## config.mk

```make
export PLATFORM = sky130hd
export DESIGN_NAME = usb_nrzi_packet_serializer
export DESIGN_NICKNAME = d
export VERILOG_FILES = /design/src/rtl/core/unps_pkg.sv /design/src/rtl/core/unps_crc.sv /design/src/rtl/core/unps_shift.sv /design/src/rtl/core/unps_line.sv /design/src/rtl/core/usb_nrzi_packet_serializer.sv
export VERILOG_INCLUDE_DIRS = /design/src /design/src/rtl/core
export SDC_FILE = /design/constraint.sdc
export NUM_CORES = 1
export LEC_CHECK = 0
export ABC_AREA = 1
export BUFFER_PORTS_ARGS = -buffer_cell sky130_fd_sc_hd__buf_2
export CORE_MARGIN = 2
export CORE_UTILIZATION = 64
export CTS_CLUSTER_DIAMETER = 30
export CTS_CLUSTER_SIZE = 8
export DETAILED_ROUTE_END_ITERATION = 7
export GPL_ROUTABILITY_DRIVEN = 0
export PLACE_DENSITY = 0.9
export SLEW_MARGIN = 10
export SYNTH_ARGS = -nofsm -noshare
export SYNTH_HDL_FRONTEND = slang
export SYNTH_SLANG_ARGS = --single-unit
```

## constraint.sdc

```tcl
create_clock -name clk -period 4.3 [get_ports clk]
set_input_delay 0.645 -clock clk [delete_from_list [all_inputs] [get_ports clk]]
set_output_delay 0.645 -clock clk [all_outputs]
set_load 0.01 [all_outputs]
```

## src/rtl/core/usb_nrzi_packet_serializer_assert.svh

```systemverilog
// ----------------------------------------------------------------------------
// USB NRZI serializer assertion macros
// Shared concurrent assertion forms, clocked on clk and disabled in reset.
// ----------------------------------------------------------------------------
`ifndef USB_NRZI_PACKET_SERIALIZER_ASSERT_SVH
`define USB_NRZI_PACKET_SERIALIZER_ASSERT_SVH

// The consequent must hold in the same cycle as the antecedent.
`define UNPS_ASSERT_NOW(label, ante, cons, msg) \
    label: assert property (@(posedge clk) disable iff (!rst_n) (ante) |-> (cons)) \
        else $error(msg);

// The consequent must hold in the cycle after the antecedent.
`define UNPS_ASSERT_NEXT(label, ante, cons, msg) \
    label: assert property (@(posedge clk) disable iff (!rst_n) (ante) |=> (cons)) \
        else $error(msg);

`endif

```

## src/rtl/core/unps_pkg.sv

```systemverilog
// ----------------------------------------------------------------------------
// USB NRZI serializer package
// Word types, command and symbol codes, and CRC constants.
// ----------------------------------------------------------------------------
`default_nettype none

package unps_pkg;

    localparam int VALUE_W = 16;
    localparam int COUNT_W = 5;
    localparam int OP_W    = 3;
    localparam int RUN_W   = 3;
    localparam int CRC5_W  = 5;
    localparam int CRC16_W = 16;

    localparam logic [CRC5_W-1:0]  CRC5_POLY  = 5'h05;
    localparam logic [CRC5_W-1:0]  CRC5_INIT  = 5'h1f;
    localparam logic [CRC16_W-1:0] CRC16_POLY = 16'h8005;
    localparam logic [CRC16_W-1:0] CRC16_INIT = 16'hffff;
    localparam logic [RUN_W-1:0]   STUFF_RUN  = 3'd6;
    localparam logic [RUN_W-1:0]   RUN_FIVE   = 3'd5;

    typedef enum logic [OP_W-1:0] {
        OP_IDLE_J = 3'd0,
        OP_SYNC   = 3'd1,
        OP_DATA   = 3'd2,
        OP_CRC5   = 3'd3,
        OP_CRC16  = 3'd4,
        OP_EOP    = 3'd5
    } op_t;

    typedef enum logic [2:0] {
        SYM_J     = 3'd0,
        SYM_K     = 3'd1,
        SYM_SE0   = 3'd2,
        SYM_BIT   = 3'd3,
        SYM_STUFF = 3'd4
    } sym_kind_t;

    typedef struct packed {
        logic [OP_W-1:0]    op;
        logic [VALUE_W-1:0] value;
        logic [COUNT_W-1:0] bit_count;
        logic               msb_first;
        logic               restart_crc;
    } cmd_word_t;

    typedef struct packed {
        logic line_dp;
        logic line_dm;
        logic last_symbol;
    } sym_word_t;

    typedef struct packed {
        logic      valid;
        sym_kind_t kind;
        logic      data_bit;
        logic      clr_run;
        logic      last;
    } sym_req_t;

    typedef struct packed {
        logic free;
        logic run_five;
        logic stuff_due;
    } line_stat_t;

    typedef struct packed {
        logic load;
        logic msb;
        logic step;
    } shift_ctl_t;

endpackage

`default_nettype wire

```

## src/rtl/core/unps_crc.sv

```systemverilog
// ----------------------------------------------------------------------------
// USB NRZI serializer CRC unit
// Serial CRC5 and CRC16 registers fed one data bit per cycle while feed is high.
// ----------------------------------------------------------------------------
`default_nettype none

module unps_crc (
    input  wire logic                           clk,
    input  wire logic                           rst_n,
    input  wire logic                           restart,
    input  wire logic                           feed,
    input  wire logic                           data_bit,
    output logic [unps_pkg::CRC5_W-1:0]         crc5,
    output logic [unps_pkg::CRC16_W-1:0]        crc16
);

    import unps_pkg::*;

    logic [CRC5_W-1:0]  crc5_reg;
    logic [CRC5_W-1:0]  crc5_next;
    logic [CRC16_W-1:0] crc16_reg;
    logic [CRC16_W-1:0] crc16_next;

    always_comb
    begin
        crc5_next  = crc5_reg;
        crc16_next = crc16_reg;
        if (restart)
        begin
            crc5_next  = CRC5_INIT;
            crc16_next = CRC16_INIT;
        end
        else if (feed)
        begin
            crc5_next  = {crc5_reg[CRC5_W-2:0], 1'b0}
                         ^ ((data_bit ^ crc5_reg[CRC5_W-1]) ? CRC5_POLY : '0);
            crc16_next = {crc16_reg[CRC16_W-2:0], 1'b0}
                         ^ ((data_bit ^ crc16_reg[CRC16_W-1]) ? CRC16_POLY : '0);
        end
    end

    always_ff @(posedge clk or negedge rst_n)
    begin
        if (!rst_n)
        begin
            crc5_reg  <= CRC5_INIT;
            crc16_reg <= CRC16_INIT;
        end
        else
        begin
            crc5_reg  <= crc5_next;
            crc16_reg <= crc16_next;
        end
    end

    assign crc5  = crc5_reg;
    assign crc16 = crc16_reg;

endmodule

`default_nettype wire

```

## src/rtl/core/unps_shift.sv

```systemverilog
// ----------------------------------------------------------------------------
// USB NRZI serializer bit shifter
// Holds the bits of one command and hands them out one per step.
// ----------------------------------------------------------------------------
`default_nettype none

module unps_shift #(
    parameter int SR_W = 16
) (
    input  wire logic                     clk,
    input  wire logic                     rst_n,
    input  wire unps_pkg::shift_ctl_t     ctl,
    input  wire logic [SR_W-1:0]          load_data,
    input  wire logic [$clog2(SR_W+1)-1:0] load_count,
    output logic                          data_bit,
    output logic [$clog2(SR_W+1)-1:0]     rem
);

    import unps_pkg::*;

    localparam int CNT_W = $clog2(SR_W + 1);
    localparam int IDX_W = $clog2(SR_W);

    logic [SR_W-1:0]  sr_reg;
    logic [SR_W-1:0]  sr_next;
    logic [CNT_W-1:0] rem_reg;
    logic [CNT_W-1:0] rem_next;
    logic             msb_reg;
    logic             msb_next;
    logic [CNT_W-1:0] rem_m1;

    assign rem_m1 = rem_reg - CNT_W'(1);

    always_comb
    begin
        sr_next  = sr_reg;
        rem_next = rem_reg;
        msb_next = msb_reg;
        if (ctl.load)
        begin
            sr_next  = load_data;
            rem_next = load_count;
            msb_next = ctl.msb;
        end
        else if (ctl.step && (rem_reg != '0))
        begin
            rem_next = rem_m1;
            if (!msb_reg)
            begin
                sr_next = {1'b0, sr_reg[SR_W-1:1]};
            end
        end
    end

    always_ff @(posedge clk or negedge rst_n)
    begin
        if (!rst_n)
        begin
            rem_reg <= '0;
            msb_reg <= 1'b0;
        end
        else
        begin
            rem_reg <= rem_next;
            msb_reg <= msb_next;
        end
    end

    always_ff @(posedge clk)
    begin
        sr_reg <= sr_next;
    end

    assign data_bit = msb_reg ? sr_reg[rem_m1[IDX_W-1:0]] : sr_reg[0];
    assign rem      = rem_reg;

endmodule

`default_nettype wire

```

## src/rtl/core/unps_line.sv

```systemverilog
// ----------------------------------------------------------------------------
// USB NRZI serializer line encoder
// NRZI codes each symbol request, counts ones, and holds the output word.
// ----------------------------------------------------------------------------
`default_nettype none

`include "usb_nrzi_packet_serializer_assert.svh"

module unps_line (
    input  wire logic                  clk,
    input  wire logic                  rst_n,
    input  wire logic                  j_on_dp,
    input  wire unps_pkg::sym_req_t    req,
    output unps_pkg::line_stat_t       stat,
    output logic                       sym_valid,
    input  wire logic                  sym_stall,
    output unps_pkg::sym_word_t        sym
);

    import unps_pkg::*;

    logic             line_j_reg;
    logic             line_j_next;
    logic [RUN_W-1:0] run_reg;
    logic [RUN_W-1:0] run_next;
    logic             valid_reg;
    logic             valid_next;
    sym_word_t        word_reg;
    sym_word_t        word_next;
    logic             se0;

    always_comb
    begin
        line_j_next = line_j_reg;
        run_next    = run_reg;
        se0         = 1'b0;
        case (req.kind)
            SYM_J:
            begin
                line_j_next = 1'b1;
            end
            SYM_K:
            begin
                line_j_next = 1'b0;
            end
            SYM_SE0:
            begin
                se0 = 1'b1;
            end
            SYM_BIT:
            begin
                if (req.data_bit)
                begin
                    run_next = run_reg + RUN_W'(1);
                end
                else
                begin
                    line_j_next = !line_j_reg;
                    run_next    = '0;
                end
            end
            SYM_STUFF:
            begin
                line_j_next = !line_j_reg;
                run_next    = '0;
            end
            default:
            begin
                line_j_next = line_j_reg;
            end
        endcase
        if (req.clr_run)
        begin
            run_next = '0;
        end

        word_next.line_dp     = se0 ? 1'b0 : (line_j_next == j_on_dp);
        word_next.line_dm     = se0 ? 1'b0 : (line_j_next != j_on_dp);
        word_next.last_symbol = req.last;

        if (!req.valid)
        begin
            line_j_next = line_j_reg;
            run_next    = run_reg;
            word_next   = word_reg;
        end

        if (req.valid)
        begin
            valid_next = 1'b1;
        end
        else if (!sym_stall)
        begin
            valid_next = 1'b0;
        end
        else
        begin
            valid_next = valid_reg;
        end
    end

    always_ff @(posedge clk or negedge rst_n)
    begin
        if (!rst_n)
        begin
            line_j_reg <= 1'b1;
            run_reg    <= '0;
            valid_reg  <= 1'b0;
        end
        else
        begin
            line_j_reg <= line_j_next;
            run_reg    <= run_next;
            valid_reg  <= valid_next;
        end
    end

    always_ff @(posedge clk)
    begin
        word_reg <= word_next;
    end

    assign stat.free      = !valid_reg || !sym_stall;
    assign stat.run_five  = (run_reg == RUN_FIVE);
    assign stat.stuff_due = (run_reg == STUFF_RUN);
    assign sym_valid      = valid_reg;
    assign sym            = word_reg;

    `UNPS_ASSERT_NOW(a_req_needs_room, req.valid, stat.free,
        "Symbol request while the output word is still held")
    `UNPS_ASSERT_NOW(a_run_bounded, 1'b1, run_reg <= STUFF_RUN,
        "Ones run went past the stuffing point")
    `UNPS_ASSERT_NEXT(a_held_word_stable, valid_reg && sym_stall,
        valid_reg && $stable(word_reg), "Stalled output word changed")

endmodule

`default_nettype wire

```

## src/rtl/core/usb_nrzi_packet_serializer.sv

```systemverilog
// After acceptance the command's state requests its first symbol, which the line encoder
// registers in the output word. Within a command, one symbol per cycle while sym_stall is low;
// cmd_stall stays high until the last symbol of the command is requested.
// Commands that emit nothing (data with zero bit count, unknown op) keep the block idle.
// Reset (rst_n low, asynchronous): line at idle J, ones run zero, CRCs all ones,
// low speed selected, no word pending on the output.
// ----------------------------------------------------------------------------
// USB NRZI packet serializer
// Low/full-speed USB transmit encoder: idle J, SYNC, data, CRC5, CRC16 and EOP
// commands become NRZI line symbols with bit stuffing.
// ----------------------------------------------------------------------------
`default_nettype none

`include "usb_nrzi_packet_serializer_assert.svh"

module usb_nrzi_packet_serializer #(
    parameter int MAX_BITS_PER_ITEM = 16
) (
    input  wire logic                 clk,
    input  wire logic                 rst_n,
    input  wire logic                 cfg_valid,
    output logic                      cfg_ready,
    input  wire logic                 cfg_data,
    input  wire logic                 cmd_valid,
    output logic                      cmd_stall,
    input  wire unps_pkg::cmd_word_t  cmd,
    output logic                      sym_valid,
    input  wire logic                 sym_stall,
    output unps_pkg::sym_word_t       sym
);

    import unps_pkg::*;

    localparam int SR_W  = (MAX_BITS_PER_ITEM > VALUE_W) ? MAX_BITS_PER_ITEM : VALUE_W;
    localparam int CNT_W = $clog2(SR_W + 1);

    typedef enum logic [3:0] {
        ST_IDLE = 4'b0001,
        ST_SYNC = 4'b0010,
        ST_EOP  = 4'b0100,
        ST_BITS = 4'b1000
    } state_t;

    state_t       state_reg;
    state_t       state_next;
    logic [2:0]   step_reg;
    logic [2:0]   step_next;
    logic         clr_reg;
    logic         clr_next;
    logic         feed_reg;
    logic         feed_next;
    logic         j_on_dp_reg;

    logic               cmd_accept;
    logic [CNT_W-1:0]   count_sat;
    shift_ctl_t         sh_ctl;
    logic [SR_W-1:0]    sh_data;
    logic [CNT_W-1:0]   sh_count;
    logic               sh_bit;
    logic [CNT_W-1:0]   sh_rem;
    sym_req_t           req;
    line_stat_t         stat;
    logic               crc_restart;
    logic               crc_feed;
    logic [CRC5_W-1:0]  crc5;
    logic [CRC16_W-1:0] crc16;

    assign cfg_ready  = 1'b1;
    assign cmd_stall  = (state_reg != ST_IDLE);
    assign cmd_accept = cmd_valid && !cmd_stall;
    assign count_sat  = (32'(cmd.bit_count) > MAX_BITS_PER_ITEM) ?
                        CNT_W'(MAX_BITS_PER_ITEM) : CNT_W'(cmd.bit_count);

    always_ff @(posedge clk or negedge rst_n)
    begin
        if (!rst_n)
        begin
            j_on_dp_reg <= 1'b0;
        end
        else if (cfg_valid && cfg_ready)
        begin
            j_on_dp_reg <= cfg_data;
        end
    end

    always_comb
    begin
        state_next   = state_reg;
        step_next    = step_reg;
        clr_next     = clr_reg;
        feed_next    = feed_reg;
        sh_ctl       = '0;
        sh_data      = SR_W'(cmd.value);
        sh_count     = count_sat;
        crc_restart  = 1'b0;
        crc_feed     = 1'b0;
        req          = '0;
        req.kind     = SYM_J;
        req.data_bit = sh_bit;

        case (state_reg)
            ST_IDLE:
            begin
                if (cmd_accept)
                begin
                    case (cmd.op)
                        OP_IDLE_J:
                        begin
                            state_next = ST_EOP;
                            step_next  = 3'd2;
                            clr_next   = 1'b0;
                        end
                        OP_SYNC:
                        begin
                            state_next = ST_SYNC;
                            step_next  = 3'd0;
                        end
                        OP_EOP:
                        begin
                            state_next = ST_EOP;
                            step_next  = 3'd0;
                            clr_next   = 1'b1;
                        end
                        OP_DATA:
                        begin
                            crc_restart = cmd.restart_crc;
                            if (count_sat != '0)
                            begin
                                sh_ctl.load = 1'b1;
                                sh_ctl.msb  = cmd.msb_first;
                                feed_next   = 1'b1;
                                state_next  = ST_BITS;
                            end
                        end
                        OP_CRC5:
                        begin
                            sh_ctl.load = 1'b1;
                            sh_ctl.msb  = 1'b1;
                            sh_data     = SR_W'(~crc5);
                            sh_count    = CNT_W'(CRC5_W);
                            feed_next   = 1'b0;
                            state_next  = ST_BITS;
                        end
                        OP_CRC16:
                        begin
                            sh_ctl.load = 1'b1;
                            sh_ctl.msb  = 1'b1;
                            sh_data     = SR_W'(~crc16);
                            sh_count    = CNT_W'(CRC16_W);
                            feed_next   = 1'b0;
                            state_next  = ST_BITS;
                        end
                        default:
                        begin
                            state_next = ST_IDLE;
                        end
                    endcase
                end
            end
            ST_SYNC:
            begin
                if (stat.free)
                begin
                    req.valid   = 1'b1;
                    req.clr_run = 1'b1;
                    req.kind    = (!step_reg[0] || (step_reg == 3'd7)) ? SYM_K : SYM_J;
                    req.last    = (step_reg == 3'd7);
                    step_next   = step_reg + 3'd1;
                    if (req.last)
                    begin
                        state_next = ST_IDLE;
                    end
                end
            end
            ST_EOP:
            begin
                if (stat.free)
                begin
                    req.valid   = 1'b1;
                    req.clr_run = clr_reg;
                    req.kind    = (step_reg == 3'd2) ? SYM_J : SYM_SE0;
                    req.last    = (step_reg == 3'd2);
                    step_next   = step_reg + 3'd1;
                    if (req.last)
                    begin
                        state_next = ST_IDLE;
                    end
                end
            end
            ST_BITS:
            begin
                if (stat.free)
                begin
                    req.valid = 1'b1;
                    if (stat.stuff_due)
                    begin
                        req.kind = SYM_STUFF;
                        req.last = (sh_rem == '0);
                    end
                    else
                    begin
                        req.kind    = SYM_BIT;
                        req.last    = (sh_rem == CNT_W'(1)) && !(sh_bit && stat.run_five);
                        sh_ctl.step = 1'b1;
                        crc_feed    = feed_reg;
                    end
                    if (req.last)
                    begin
                        state_next = ST_IDLE;
                    end
                end
            end
            default:
            begin
                state_next = ST_IDLE;
            end
        endcase
    end

    always_ff @(posedge clk or negedge rst_n)
    begin
        if (!rst_n)
        begin
            state_reg <= ST_IDLE;
            step_reg  <= 3'd0;
            clr_reg   <= 1'b0;
            feed_reg  <= 1'b0;
        end
        else
        begin
            state_reg <= state_next;
            step_reg  <= step_next;
            clr_reg   <= clr_next;
            feed_reg  <= feed_next;
        end
    end

    unps_crc u_crc (
        .clk      (clk),
        .rst_n    (rst_n),
        .restart  (crc_restart),
        .feed     (crc_feed),
        .data_bit (sh_bit),
        .crc5     (crc5),
        .crc16    (crc16)
    );

    unps_shift #(
        .SR_W (SR_W)
    ) u_shift (
        .clk        (clk),
        .rst_n      (rst_n),
        .ctl        (sh_ctl),
        .load_data  (sh_data),
        .load_count (sh_count),
        .data_bit   (sh_bit),
        .rem        (sh_rem)
    );

    unps_line u_line (
        .clk        (clk),
        .rst_n      (rst_n),
        .j_on_dp    (j_on_dp_reg),
        .req        (req),
        .stat       (stat),
        .sym_valid  (sym_valid),
        .sym_stall  (sym_stall),
        .sym        (sym)
    );

    `UNPS_ASSERT_NOW(a_idle_no_stuff, state_reg == ST_IDLE, !stat.stuff_due,
        "Stuff bit left pending after a command finished")
    `UNPS_ASSERT_NOW(a_empty_means_stuff, (state_reg == ST_BITS) && (sh_rem == '0),
        stat.stuff_due, "Bit state with no bits left and no stuff pending")
    `UNPS_ASSERT_NEXT(a_last_ends_cmd, req.valid && req.last, state_reg == ST_IDLE,
        "Command still busy after its last symbol")

endmodule

`default_nettype wire

```

==> run_results.csv <==
group,metric,value,unit
clock_network,cts_max_level,3,
timing,min_period,2646,ps
clock_network,clk_pin_slew,80,ps
floorplan,die_w,80.06,µm
global_route,grt_max_degree,43,
clock_network,cts_buffers,9,
worst_setup_path,start_kind,"register",
timing,worstMarginPinSlew,1032,ps
logic_synthesis,netlist_area,3702,µm²
clock_network,numClockSinks,61,
worst_setup_path,cp_slowest_stage_delay,580,ps
finish,layout.nets,531,
place,portBuffers,36,
finish,design_area,4141,µm²
logic_synthesis,synth_cells,454,
detailed_routing,post-route-drc-count,0,
finish,syn2layout_area_growth,11.86,%
timing,final.setup.tns,0,ps
clock_network,clk_latency,350,ps
worst_setup_path,critPathKind,"register to register",
worst_setup_path,r2r_cells,14,
timing,hold_violations,0,
worst_setup_path,reg2reg_slack,1650,ps
timing,maxSlewHeadroom,0.3097,
timing,slew_violations,0,
worst_setup_path,crit_path_max_fanout,12,
clock_network,clock_path_buffers,2,
clock_network,cts_resized,0,
pwr,powerDensity,632.7,nW/µm²
detailed_routing,drtPass1Iterations,6,
worst_setup_path,cp.required,4370,ps
pwr,p_switching,1.080,mW
pwr,p_clk_frac,0.227,
global_route,grt_pass1_wl,14.80,mm
floorplan,rows,27,
worst_setup_path,crit_chain,"inv_2 > ha_1 > inv_1 > nand3_1 > nand3_1 > nand3_1 > nand3_2 > nand3_1 > nand3_1 > nand2_1 > nand2_1 > nand2_1 > nand2_1 > nor2_1",
worst_setup_path,crit_arrival,2720,ps
finish,register_area,1650,µm²
floorplan,core,5540,µm²
clock_network,cts_root_buf,"clkbuf_8",
timing,rsz0062_at_grt,"no",
global_route,grt_pass1_vias,3171,
detailed_routing,vias,3306,
place,detailed_place.area,3904,µm²
finish,final_layout_size_suffix_gt1_frac,0.2202,
logic_synthesis,yosys_warnings,0,
clock_network,hold_buffers,0,
logic_synthesis,ys_seq_area_frac,0.4458,
pwr,p_leak,2.089,nW
pwr,internal-power,1.541,mW
finish,mostFrequentLayoutCells,"nand2_1, inv_1, buf_2, nor2_1, nand3_1",
worst_hold_path,hold_class,"input pin to async pin",
finish,diodes,0,
flow_run,cap_violations,0,
timing,clock_skew,10.02,ps
global_route,antenna_found_initial,0,
timing,fmax,0.3779,GHz
finish,fillers,397,
finish,mostFrequentLayoutCell,"nand2_1",
detailed_routing,avgViaCountPerCell,5.831,
clock_network,cts_tree,"yes",
floorplan,die_h,80.06,µm
detailed_routing,wl_per_cell,15.58,µm
run_status,status,"finished, final reports clean",
detailed_routing,drtIter0Drc,328,
pwr,p_seq_frac,0.370,
global_route,grtUsageTotal,0.3034,
detailed_routing,drt-total-wl,8.832,mm
timing,period_share,0.6155,
worst_setup_path,path_common_cell,"nand3_1",
floorplan,start_util,0.6682,
logic_synthesis,avgSynthCellArea,8.155,µm²
worst_setup_path,critPathSlowestCell,"dfrtp_1",
worst_setup_path,setup.worst_path.end_class,"register",
logic_synthesis,synth_ff_type,"dfstp_2",
timing,setup_violations,0,
clock_network,cts_setup_buffers,0,
logic_synthesis,syn_nets,495,
pwr,ir_worst_vdd,0.0003836,V
pwr,switching_share,0.4121,
logic_synthesis,synth-edff-count,19,
floorplan,ios,38,
logic_synthesis,ys_types,46,
detailed_routing,ant_nets,0,
pwr,p_comb_frac,0.402,
finish,multi_input_area,1675,µm²
logic_synthesis,synth-seq-cells,61,
place,dp_hpwl,6.249,mm
global_route,grt_overflow,0,
floorplan,design.die.area,6410,µm²
logic_synthesis,synthArstFlopShare,0.6885,
==> worst max-delay path, delay by kind of cell, from the launching register on <==
kind / cells / cell delay, ps
AND/OR/NAND/NOR: 11 / 1020
flip-flops: 1 / 580
buffers and inverters: 2 / 340
adder cells (fa/ha/maj): 1 / 440
==> power groups by stage <==
| stage | sequential (mW) | combinational [mW] | clock (mW) |
|---|---|---|---|
| 5_1_grt | 0.985 | 1.18 | 0.621 |
| 2_1_floorplan | 0.926 | 0.829 | 0 |
| 3_5_place_dp | 0.971 | 1.02 | 0 |
| 6_report | 0.971 | 1.05 | 0.595 |
| 3_3_place_gp | 0.961 | 0.979 | 0 |
| 4_1_cts | 0.964 | 1.04 | 0.593 |
==> layout make-up <==
class / instances / share of cell area
clock buffer: 12 / 0.04532
sequential: 61 / 0.3985
tap: 72 / 0.02175
clock inverter: 4 / 0.01208
timing repair buffer: 39 / 0.04894
multi-input combinational: 304 / 0.4045
inverter: 75 / 0.06888
==> stage by stage <==
| stage | power (mW) | worst slack (ps) | instances | utilization | hold slack, ps |
|---|---|---|---|---|---|
| after detailed placement | 1.993 | 1694 | 551 | 0.7046 | 495.7 |
| after floorplan | 1.756 | 1710 | 454 | - | 349.4 |
| after CTS | 2.598 | 1728 | 567 | 0.7475 | 472.8 |
| after global routing | 2.788 | 1537 | 567 | 0.7475 | 504.9 |
| after global placement | 1.940 | 1780 | 551 | 0.7046 | 480.8 |
| final | 2.620 | 1654 | 567 | 0.7475 | 426.2 |
==> cell families after synthesis <==
| family | count (synthesis) | share of synthesized area |
|---|---|---|
| adders and majority gates | 9 | 0.03042 |
| xor gates and xnor gates | 5 | 0.01183 |
| other | 1 | 0.001013 |
| and+or+nand+nor | 198 | 0.2568 |
| DFF | 61 | 0.4458 |
| buffers and inverters | 89 | 0.1017 |
| AOI/OAI and AO/OA | 91 | 0.1524 |
==> layer usage <==
metal | global-route usage | wire length (µm)
met1 | 0.3957 | 3679
met2 | 0.5042 | 4347
met3 | 0.06404 | 680
met4 | 0.1017 | 124
met5 | 0 | 0
==> synthesized netlist by cell type (3+ instances only) <==
cell type,instances,area (µm²)
xor2_1,3,26.28
o21ai_1,15,75.07
o211ai_1,3,22.52
nor3_1,4,20.02
inv_2,10,37.54
a22oi_1,14,105.1
o21ai_0,22,110.1
nor2_1,34,127.6
buf_2,4,20.02
a31oi_1,14,87.58
buf_4,5,37.54
edfxtp_1,19,570.6
nor2_8,4,80.08
nand4_1,5,31.28
inv_1,62,232.7
nand2_1,101,379.1
nand3_2,4,40.04
dfrtp_1,19,475.5
nor2_2,4,25.02
dfstp_2,23,604.3
nand3_1,33,165.2
o221ai_1,6,52.55
a21oi_1,9,45.04
ha_1,9,112.6
==> worst paths after layout <==
path,to,from
worst max-delay path,u_line.sym[1]$_SDFFCE_PN0P_,u_shift.rem[0]$_DFFE_PN0P_
worst min-delay path,u_shift.rem[1]$_DFFE_PN0P_,rst_n
worst max register to register,u_line.sym[1]$_SDFFCE_PN0P_,u_shift.rem[0]$_DFFE_PN0P_
worst min register to register,u_crc.crc16[4]$_DFFE_PN1P_,u_crc.crc16[4]$_DFFE_PN1P_
max in group asynchronous,state_reg[2]$_DFFE_PN0P_,rst_n
min in group clk,j_on_dp_reg$_DFFE_PN0P_,cfg_data
(Power assumes the default switching activity.)
